===== src/rtl/ssf_pkg.sv =====
// Shared types and constants for the seven-segment scan driver with flash.
// No dependencies; imported by ssf_in_if, ssf_out_buf and the top level.
`timescale 1ns / 1ps

package ssf_pkg;

  typedef enum logic [1:0] {
    OP_CLEAR  = 2'd0,
    OP_WRITE  = 2'd1,
    OP_TICK   = 2'd2,
    OP_TOGGLE = 2'd3
  } ssf_op_t;

  typedef enum logic [1:0] {
    REG_DIGITS       = 2'd0,
    REG_FLASH_FIRST  = 2'd1,
    REG_FLASH_LAST   = 2'd2,
    REG_FLASH_PERIOD = 2'd3
  } ssf_reg_t;

  localparam int CFG_W = 16;

  localparam logic [7:0] POINT_BIT = 8'h80;
  localparam logic [3:0] DIGITS_RST = 4'd4;

  typedef struct packed {
    logic [7:0] segments;
    logic [2:0] digit_select;
  } ssf_result_t;

  // BCD to segments a..g, blank above nine
  function automatic logic [7:0] bcd_to_seg(input logic [3:0] v);
    logic [7:0] s;
    unique case (v)
      4'd0:    s = 8'h3F;
      4'd1:    s = 8'h06;
      4'd2:    s = 8'h5B;
      4'd3:    s = 8'h4F;
      4'd4:    s = 8'h66;
      4'd5:    s = 8'h6D;
      4'd6:    s = 8'h7D;
      4'd7:    s = 8'h07;
      4'd8:    s = 8'h7F;
      4'd9:    s = 8'h6F;
      default: s = 8'h00;
    endcase
    return s;
  endfunction

endpackage


===== src/rtl/ssf_if.sv =====
// Valid/ready channel interfaces for the scan driver: command in, segment result out.
// Depends on ssf_pkg.
`timescale 1ns / 1ps

interface ssf_in_if;
  import ssf_pkg::*;
  logic       valid;
  logic       ready;
  ssf_op_t    operation;
  logic [2:0] position;
  logic [3:0] bcd_value;

  modport source (output valid, operation, position, bcd_value, input ready);
  modport sink   (input valid, operation, position, bcd_value, output ready);
endinterface

interface ssf_out_if;
  logic       valid;
  logic       ready;
  logic [7:0] segments;
  logic [2:0] digit_select;

  modport source (output valid, segments, digit_select, input ready);
  modport sink   (input valid, segments, digit_select, output ready);
endinterface


===== src/rtl/ssf_out_buf.sv =====
// Two-entry result buffer (output register plus skid stage) driving the result channel.
// Depends on ssf_pkg and ssf_out_if.
`timescale 1ns / 1ps

module ssf_out_buf (
  input  logic                clk,
  input  logic                rst,
  input  logic                push,
  input  ssf_pkg::ssf_result_t push_data,
  output logic                can_take,
  ssf_out_if.source           out_ch
);
  import ssf_pkg::*;

  logic        out_valid;
  ssf_result_t out_data;
  logic        skid_valid;
  ssf_result_t skid_data;
  logic        pop;

  assign pop      = out_valid && out_ch.ready;
  assign can_take = !skid_valid;

  always_ff @(posedge clk) begin
    if (rst) begin
      out_valid  <= 1'b0;
      skid_valid <= 1'b0;
    end else if (skid_valid) begin
      if (pop) begin
        out_data   <= skid_data;
        skid_valid <= 1'b0;
      end
    end else if (push) begin
      if (!out_valid || pop) begin
        out_data  <= push_data;
        out_valid <= 1'b1;
      end else begin
        skid_data  <= push_data;
        skid_valid <= 1'b1;
      end
    end else if (pop) begin
      out_valid <= 1'b0;
    end
  end

  assign out_ch.valid        = out_valid;
  assign out_ch.segments     = out_data.segments;
  assign out_ch.digit_select = out_data.digit_select;

endmodule


===== src/rtl/seven_segment_scan_with_flash.sv =====
// Top level of the multiplexed seven-segment scan driver with digit flashing.
// Depends on ssf_pkg, ssf_in_if, ssf_out_if and ssf_out_buf.
//
// Usage:
//   in_ch carries commands: clear all, write a BCD digit at a position,
//   refresh tick, toggle decimal point. Only a refresh tick gives a result
//   on out_ch: the segment byte of the next scanned digit (blanked when it
//   sits in the flash range during the dark half of the flash period) and
//   that digit's index.
//   A command is taken on every cycle in_ch.ready is high: one per cycle.
//   A tick's result is registered, into the skid stage if out_ch stalls.
//   Results queue in a two-entry buffer (output register and skid stage);
//   in_ch.ready drops only while both entries hold a result.
//   Configuration: cfg_we with cfg_index and cfg_data; writes take effect at
//   once. User must write only while the block is idle (not enforced).
//   Reset (synchronous, rst high) clears the segment store, the flash
//   counter and the result buffer, loads register defaults and sets the
//   scan to the last digit in use, so the first tick shows digit 0.
`timescale 1ns / 1ps

module seven_segment_scan_with_flash #(
  parameter int MAX_DIGITS = 8
) (
  input  logic                      clk,
  input  logic                      rst,
  ssf_in_if.sink                    in_ch,
  ssf_out_if.source                 out_ch,
  input  logic                      cfg_we,
  input  ssf_pkg::ssf_reg_t         cfg_index,
  input  logic [ssf_pkg::CFG_W-1:0] cfg_data
);
  import ssf_pkg::*;

  localparam int IDX_W = (MAX_DIGITS > 1) ? $clog2(MAX_DIGITS) : 1;
  localparam int RST_N = (MAX_DIGITS < 4) ? MAX_DIGITS : 4;
  localparam logic [4:0] MAXD = 5'(MAX_DIGITS);
  localparam logic [IDX_W-1:0] ACTIVE_RST = IDX_W'(RST_N - 1);

  logic [7:0]       seg_mem [MAX_DIGITS];
  logic [IDX_W-1:0] scan_digit;
  logic [15:0]      flash_count;
  logic [3:0]       digits_in_use;
  logic [2:0]       flash_first;
  logic [2:0]       flash_last;
  logic [15:0]      flash_period;

  logic             accept;
  logic             can_take;
  logic [4:0]       n_digits;
  logic [4:0]       next_ext;
  logic [4:0]       pos_ext;
  logic [IDX_W-1:0] next_idx;
  logic [IDX_W-1:0] pos_idx;
  logic [IDX_W-1:0] rd_addr;
  logic [7:0]       rd_data;
  logic [16:0]      count_inc;
  logic [15:0]      flash_count_next;
  logic             in_range;
  logic             dark;
  ssf_result_t      result;

  assign in_ch.ready = can_take;
  assign accept      = in_ch.valid && can_take;

  // digit count clamped to 1..MAX_DIGITS
  always_comb begin
    if (digits_in_use == 4'd0) begin
      n_digits = 5'd1;
    end else if ({1'b0, digits_in_use} > MAXD) begin
      n_digits = MAXD;
    end else begin
      n_digits = {1'b0, digits_in_use};
    end
  end

  always_comb begin
    next_ext = 5'(scan_digit) + 5'd1;
    if (next_ext >= n_digits) begin
      next_ext = 5'd0;
    end
  end

  assign pos_ext  = {2'b00, in_ch.position};
  assign next_idx = next_ext[IDX_W-1:0];
  assign pos_idx  = pos_ext[IDX_W-1:0];
  assign rd_addr  = (in_ch.operation == OP_TOGGLE) ? pos_idx : next_idx;
  assign rd_data  = seg_mem[rd_addr];

  // flash counter advances as the scan wraps to digit 0; it stays below the period
  always_comb begin
    count_inc        = {1'b0, flash_count} + 17'd1;
    flash_count_next = flash_count;
    if (flash_period != 16'd0 && next_ext == 5'd0) begin
      flash_count_next = (count_inc >= {1'b0, flash_period}) ? 16'd0 : count_inc[15:0];
    end
  end

  assign in_range = (next_ext >= {2'b00, flash_first}) && (next_ext <= {2'b00, flash_last});
  assign dark     = (flash_period != 16'd0) && in_range &&
                    (flash_count_next > {1'b0, flash_period[15:1]});

  assign result.segments     = dark ? 8'h00 : rd_data;
  assign result.digit_select = next_ext[2:0];

  always_ff @(posedge clk) begin
    if (rst) begin
      for (int i = 0; i < MAX_DIGITS; i++) begin
        seg_mem[i] <= 8'h00;
      end
      scan_digit    <= ACTIVE_RST;
      flash_count   <= 16'd0;
      digits_in_use <= DIGITS_RST;
      flash_first   <= 3'd0;
      flash_last    <= 3'd0;
      flash_period  <= 16'd0;
    end else if (cfg_we) begin
      unique case (cfg_index)
        REG_DIGITS: begin
          digits_in_use <= cfg_data[3:0];
          if (cfg_data[3:0] == 4'd0) begin
            scan_digit <= '0;
          end else if ({1'b0, cfg_data[3:0]} > MAXD) begin
            scan_digit <= IDX_W'(MAX_DIGITS - 1);
          end else begin
            scan_digit <= IDX_W'(cfg_data[3:0] - 4'd1);
          end
        end
        REG_FLASH_FIRST: begin
          flash_first <= cfg_data[2:0];
          flash_count <= 16'd0;
        end
        REG_FLASH_LAST: begin
          flash_last  <= cfg_data[2:0];
          flash_count <= 16'd0;
        end
        REG_FLASH_PERIOD: begin
          flash_period <= cfg_data;
          flash_count  <= 16'd0;
        end
      endcase
    end else if (accept) begin
      unique case (in_ch.operation)
        OP_CLEAR: begin
          for (int i = 0; i < MAX_DIGITS; i++) begin
            seg_mem[i] <= 8'h00;
          end
        end
        OP_WRITE: begin
          if (pos_ext < n_digits) begin
            seg_mem[pos_idx] <= bcd_to_seg(in_ch.bcd_value);
          end
        end
        OP_TOGGLE: begin
          if (pos_ext < MAXD) begin
            seg_mem[pos_idx] <= rd_data ^ POINT_BIT;
          end
        end
        OP_TICK: begin
          scan_digit  <= next_idx;
          flash_count <= flash_count_next;
        end
      endcase
    end
  end

  ssf_out_buf u_out_buf (
    .clk       (clk),
    .rst       (rst),
    .push      (accept && in_ch.operation == OP_TICK),
    .push_data (result),
    .can_take  (can_take),
    .out_ch    (out_ch)
  );

endmodule


===== src/flat_wrapper.sv =====
// flat-port wrapper written by rule: the top's interface ports become plain ports
module seven_segment_scan_with_flash_flat import ssf_pkg::*;
#(
  parameter int MAX_DIGITS = 8
)
  (clk, rst, cfg_we, cfg_index, cfg_data, in_ch_valid, in_ch_operation, in_ch_position, in_ch_bcd_value, in_ch_ready, out_ch_valid, out_ch_segments, out_ch_digit_select, out_ch_ready);
  ssf_in_if in_ch_i ();
  ssf_out_if out_ch_i ();
  input  logic clk;
  input  logic rst;
  input  logic cfg_we;
  input  ssf_pkg::ssf_reg_t cfg_index;
  input  logic [ssf_pkg::CFG_W-1:0] cfg_data;
  input wire logic [$bits(in_ch_i.valid)-1:0] in_ch_valid;
  input wire logic [$bits(in_ch_i.operation)-1:0] in_ch_operation;
  input wire logic [$bits(in_ch_i.position)-1:0] in_ch_position;
  input wire logic [$bits(in_ch_i.bcd_value)-1:0] in_ch_bcd_value;
  output wire logic [$bits(in_ch_i.ready)-1:0] in_ch_ready;
  output wire logic [$bits(out_ch_i.valid)-1:0] out_ch_valid;
  output wire logic [$bits(out_ch_i.segments)-1:0] out_ch_segments;
  output wire logic [$bits(out_ch_i.digit_select)-1:0] out_ch_digit_select;
  input wire logic [$bits(out_ch_i.ready)-1:0] out_ch_ready;
  assign in_ch_i.valid = in_ch_valid;
  assign in_ch_i.operation = in_ch_operation;
  assign in_ch_i.position = in_ch_position;
  assign in_ch_i.bcd_value = in_ch_bcd_value;
  assign in_ch_ready = in_ch_i.ready;
  assign out_ch_valid = out_ch_i.valid;
  assign out_ch_segments = out_ch_i.segments;
  assign out_ch_digit_select = out_ch_i.digit_select;
  assign out_ch_i.ready = out_ch_ready;
  seven_segment_scan_with_flash #(.MAX_DIGITS(MAX_DIGITS)) u_core (.clk(clk), .rst(rst), .in_ch(in_ch_i), .out_ch(out_ch_i), .cfg_we(cfg_we), .cfg_index(cfg_index), .cfg_data(cfg_data));
endmodule

===== config.mk =====
export PLATFORM = sky130hd
export DESIGN_NAME = seven_segment_scan_with_flash_flat
export DESIGN_NICKNAME = d
export VERILOG_FILES = /design/src/rtl/ssf_pkg.sv /design/src/rtl/ssf_if.sv /design/src/rtl/ssf_out_buf.sv /design/src/rtl/seven_segment_scan_with_flash.sv /design/src/flat_wrapper.sv
export SDC_FILE = /design/constraint.sdc
export NUM_CORES = 1
export LEC_CHECK = 0
export BUFFER_PORTS_ARGS = -buffer_cell sky130_fd_sc_hd__buf_2
export CAP_MARGIN = 0
export CORE_MARGIN = 3
export CORE_UTILIZATION = 45
export CTS_CLUSTER_DIAMETER = 100
export DETAILED_ROUTE_END_ITERATION = 10
export REMOVE_ABC_BUFFERS = 1
export SYNTH_ARGS = -nofsm -noshare
export SYNTH_HDL_FRONTEND = slang
export SYNTH_HIERARCHICAL = 1
export SYNTH_SLANG_ARGS = --single-unit

===== constraint.sdc =====
create_clock -name clk -period 5.74 [get_ports clk]
set_clock_uncertainty 0.15 [all_clocks]
set_input_delay 1.722 -clock clk [delete_from_list [all_inputs] [get_ports clk]]
set_output_delay 1.722 -clock clk [all_outputs]
set_load 0.01 [all_outputs]

# [Word level (Yosys, flattened, before mapping)]
# Memory sizes are Yosys's and may differ from the RTL's.
# Cells that the tools add are included.
# Widths: inputs -> output; s select.
[classes] mux=64 n_reduce_logical=32 addsub=3 order_cmp=9 bitwise=13 eq_ne=10
[op_table] operator="$mux 8" count=16
[op_table] operator="$mux 16" count=6
[op_table] operator="$mux 11" count=4
[op_table] operator="$mux 1" count=27
[op_table] operator="$mux 3" count=8
[op_table] operator="$add 16x1->17 const B" count=1
[op_table] operator="$ge 17x16->1" count=1
[op_table] operator="$gt 16x15->1" count=1
[op_table] operator="$reduce_bool 16->1" count=1
[op_table] operator="$mux 5" count=2
[op_table] operator="$reduce_bool 2->1" count=5
[op_table] operator="$or 1x1->1" count=9
[op_table] operator="$reduce_and 3->1" count=3
[op_table] operator="$eq 2x2->1 const B" count=4
[op_table] operator="$gt 4x4->1 const B" count=2
[op_table] operator="$logic_not 4->1" count=2
[op_table] operator="$reduce_and 2->1" count=4
[op_table] operator="$reduce_and 4->1" count=2
[op_table] operator="$reduce_or 8->1" count=1
[op_table] operator="$logic_and 1x1->1" count=7
[op_table] operator="$ne 2x1->1 const B" count=3
[op_table] operator="$ge 5x3->1" count=1
[op_table] operator="$ge 5x5->1" count=1
[op_table] operator="$le 5x3->1" count=1
[op_table] operator="13 further kinds" count=19
[totals] in_bits=32 mem_bits_rw=64 wordCells=145 rom_bits=112 register_bits=69 n_memories=2 output_inout_bits=13
[mem_list] name="(no name shown)" words=16 word_bits=7 read_ports=1 rd_clocked_by_memory_dff=0 write_ports=0 line="ssf_pkg.sv:34" text="unique case (v)"
[mem_list] name="u_core.seg_mem" words=8 word_bits=8 read_ports=1 rd_clocked_by_memory_dff=0 write_ports=8 line="seven_segment_scan_with_flash.sv:39" text="logic [7:0] seg_mem [MAX_DIGITS];"

# [Depth between registers and ports, before layout]
[logic_depth] depth_word=14 ltp_mapped=24 mapped_depth_nobuf=23

# [By module]
# Netlist, hierarchy kept.
[by_module_without_submodules] mod="seven_segment_scan_with_flash" n_inst=1 cells_per_inst=745 seq_area_each_um2=2822.7 area_per_inst_um2=6859.1
[by_module_without_submodules] mod="ssf_out_buf" n_inst=1 cells_per_inst=48 seq_area_each_um2=700.7 area_per_inst_um2=978.4

# [Worst setup path before layout]
# OpenSTA, ideal clock, no wires.
[synth_timing] path_type="flip-flop to flip-flop" startpoint="reg u_core.flash_count[0]" endpoint="reg u_core.u_out_buf.out_data (netlist bit u_core/u_out_buf/out_ch.segments[0]) (data pin)" period_less_slack_ns=5.185 t_required_ns=5.461 setup_time_ns=0.129 path_buffers=2 path_slack_ns=0.555 arrival_time_ns=4.906 stages_incl_launch_ff=23 cell_sequence="dfxtp_1 ha_1 nand3_1 nor4_1 nand2b_1 nand2_1 ha_1 nand4_1 or4_1 a21oi_1 or3_4 or2_2 clkbuf_1 clkbuf_2 o21ai_0 ha_1 a2111oi_0 o21a_1 o21ai_0 a32o_1 o211ai_2 a21boi_0 mux2_4"
[synth_lines] element="start, declared" line="seven_segment_scan_with_flash.sv:41" text="logic [15:0] flash_count;"
[synth_lines] element="start signal, assigned" line="seven_segment_scan_with_flash.sv:160" text="flash_count <= flash_count_next;"
[synth_lines] element="end signal, assigned" line="ssf_out_buf.sv:30" text="out_data <= skid_data;"
[synth_lines] element="end signal, assigned" line="ssf_out_buf.sv:35" text="out_data <= push_data;"
[synth_lines] element="end, declared" line="ssf_out_buf.sv:16" text="ssf_result_t out_data;"

==> flow_summary.ini <==
[status]
status = complete, no violations

[sta]
setup_tns_ps = 0
finalSetupViolations = 0
rsz0062_at_grt = no
drv_slew = 0
max-slew-margin-rel_pct = 26.1
clock.fmax_ghz = 0.186
hold_violations = 0
tightest_slew_ps = 1100
min_period_over_period_pct = 93.5
finalCriticalPeriod_ps = 5370

[placement]
place_hpwl_um = 14400
portBuffers = 44
placed_area_um2 = 8240
gp_congestion = 0.930

[synth]
yosysSeqAreaShare_pct = 45.0
syn_area_um2 = 7840
syn-instance-count = 793
synth.distinct_cells = 70
yosysWarnings = 6
synth_seq_cells = 133
avgSynthCellArea_um2 = 9.88
synth_edf_count = 86
synth_flop_cell = edfxtp_1
async_reset_ff_share_pct = 0

[floorplan]
die-area_um2 = 19000
fp.dieH_um = 138
placementRows = 47
coreArea_um2 = 16800
die_w_um = 138
num_io_pins = 45
start_util_pct = 46.6

[global_route]
antenna_found_initial = 0
gr-usage-all-layers_pct = 21.2
grt_pass1_wl_um = 30900
grt.overflow.total = 0
grt_pass1_vias = 5894
grt_max_degree = 38

[cells_and_area]
antenna_cells = 0
area_delta_synth_final_pct = 12.6
final_area_um2 = 8830
layout-drive-gt1-share_pct = 16.4
final_nets = 919

[hold_path]
min_path_type = register to register
min_to = u_core/flash_period[6]
hold_path_depth = 2
hold_path.startpoint = u_core/flash_period[6]

[worst_setup_path]
crit_type = register to register
startpoint_type = register
r2r-end = u_core/u_out_buf/out_ch.segments[2]
ff2ff_path_depth = 19
cp_max_fo = 15
r2r_slack_ps = 370
worstPathArrival_ps = 5500
required_ps = 5870
end_kind = register
r2r-start = u_core/flash_count[2]

[routing]
drtIter0Drc = 396
vias_per_cell = 5.69
drtAntennaViolNets = 0
routed_wl_um = 19400
dr_total_vias = 6078
wl_per_cell_um = 18.2
first_pass_iters = 5
route.detailed.drc = 0

[clock_tree]
cts_tree = built
cts.sinks = 133
hold_buffers = 0
cts_made_buffers = 17
htree_levels = 4
clock_path_buffers = 2
insertion_delay_ps = 410
clkTransAtPathRegs_ps = 60
cts-root-buf = clkbuf_16

[job]
max-cap-violations = 0

[power]
p_per_area_nw_per_um2 = 290
ir_worst_vdd_mv = 0.220
leakage_nw = 3.46
pwr-share-clk_pct = 39.5
seqPwrFrac_pct = 42.2
power_switching_mw = 0.723
swShare_pct = 28.2
p_int_mw = 1.84
comb_power_share_pct = 18.3
## how the worst max path moves through the flow
stage                                                endpoint                  start
after floorplan           u_core/u_out_buf/out_ch.segments[7]     in_ch_operation[0]
after global routing      u_core/u_out_buf/out_ch.segments[1]  u_core/flash_count[1]
after detailed placement  u_core/u_out_buf/out_ch.segments[2]  u_core/flash_count[2]
after global placement    u_core/u_out_buf/out_ch.segments[6]  u_core/flash_count[1]
after CTS                 u_core/u_out_buf/out_ch.segments[2]  u_core/flash_count[1]
final                     u_core/u_out_buf/out_ch.segments[2]  u_core/flash_count[2]
## worst max-delay path, stage by stage, from the launching register on
cell and delay, ps:
dfxtp_1 440, and3_1 230, nand4_1 210, or4_1 470
xor2_1 340, inv_1 90, ha_1 300, nand3_1 120
a21oi_1 50, or3_4 350, or2_4 310, o21ai_0 220
ha_1 300, a2111oi_1 360, o21a_1 210, o21ai_0 90
a32o_1 290, o211ai_4 290, a21boi_2 250, mux2_2 160
## power groups by stage
stage / Clock [mW] / Combinational (mW) / Sequential (mW)
after floorplan: 0 / 0.314 / 1.10
after global placement: 0 / 0.437 / 1.10
after detailed placement: 0 / 0.450 / 1.10
after CTS: 1.03 / 0.452 / 1.08
after global routing: 1.07 / 0.516 / 1.08
final: 1.01 / 0.470 / 1.08
## Yosys cell counts, types with 3 or more instances
master / instances / area [um^2]
dfxtp_1: 47 / 941
nor3_1: 69 / 345
clkbuf_1: 17 / 63.8
nor4_1: 7 / 43.8
mux2_4: 7 / 105
mux2_2: 6 / 67.6
o22ai_2: 6 / 75.1
a31oi_1: 4 / 25.0
mux2i_1: 55 / 551
nand2b_1: 16 / 100
o21ai_2: 10 / 87.6
and2_1: 4 / 25.0
a211o_1: 3 / 26.3
and4_1: 3 / 26.3
xor2_1: 7 / 61.3
a21boi_0: 7 / 52.6
a21oi_1: 52 / 260
a21o_1: 12 / 90.1
a211oi_1: 5 / 37.5
inv_1: 46 / 173
nand4_1: 6 / 37.5
buf_2: 3 / 15.0
or2_2: 4 / 25.0
xnor2_1: 4 / 35.0
nand3_1: 17 / 85.1
nand3b_1: 3 / 22.5
ha_1: 52 / 651
nand2_1: 105 / 394
nor2_1: 52 / 195
edfxtp_1: 86 / 2580
and3_1: 5 / 31.3
buf_6: 4 / 45.0
o21ai_0: 20 / 100
or4_1: 4 / 30.0
## per-stage QoR
step / std cells / util, % / setup WS [ps] / hold slack [ps] / total power [mW]
after floorplan: 765 / - / -801 / 293 / 1.41
after global placement: 1036 / 49.0 / 429 / 314 / 1.54
after detailed placement: 1036 / 49.0 / 55.7 / 319 / 1.55
after CTS: 1068 / 52.3 / 25.2 / 327 / 2.56
after global routing: 1068 / 52.5 / 41.0 / 349 / 2.67
final: 1068 / 52.5 / 374 / 331 / 2.56
## sequential cells by signal (all words and copies together) (netlist names)
name	flops
u_core/seg_mem	64
u_core/flash_count	16
u_core/flash_period	16
u_core/u_out_buf/skid_data	11
u_core/u_out_buf/out_ch.segments	8
u_core/digits_in_use	4
u_core/flash_first	3
u_core/flash_last	3
u_core/scan_digit	3
u_core/u_out_buf/out_ch.digit_select	3
u_core/u_out_buf/out_ch.valid	1
u_core/u_out_buf/skid_valid	1
## repair_timing
item | 4_1_cts | 5_1_grt
endpoints found under the setup margin | 0 | 16
buffers inserted | 0 | 0
resized for setup | 0 | 16
## logic make-up (layout without fill, tap and decap cells)
family | after synthesis | count (layout) | share of synthesized area (%)
mux | 68 | 68 | 9.23
xor+xnor | 11 | 11 | 1.23
compound gates | 141 | 141 | 12.3
simple gates | 313 | 313 | 19.6
fa+ha+maj | 53 | 53 | 8.43
buf+inv | 74 | 129 | 4.29
flops | 133 | 133 | 45.0
## final cells by class
class                           count  area, um^2
Clock buffer                       17         425
Clock inverter                     15         130
Fill cell                        1582        7990
Inverter                           46         173
Multi-Input combinational cell    586        4030
Sequential cell                   133        3520
Tap cell                          220         275
Timing Repair Buffer               51         273
## per-layer routing
layer,vias up,wire [um],global-route usage (%)
li1,2978,-,-
met1,2867,9130,30.1
met2,211,8800,33.0
met3,22,1230,5.04
met4,0,254,5.10
met5,-,0,0
## cells in the final DEF, fill, tap and decap left out, drive strengths merged, types with 3 or more instances in the layout
master and instances:
nor2 52, nand4 6, a211oi 5, clkinvlp 7
inv 50, a21boi 8, clkbuf 17, and4 3
or4 4, nor3 69, clkinv 3, nand3 17
o211ai 3, nor4 8, xnor2 4, nand2 108
edfxtp 86, buf 51, nand3b 3, o22ai 7
ha 52, mux2 13, a21o 12, nand2b 17
and3 6, mux2i 55, dfxtp 47, a211o 3
or2 4, xor2 7, a21oi 52, o21ai 31
a31oi 4, and2 4
Note: power is estimated with default switching activity, not from simulation.
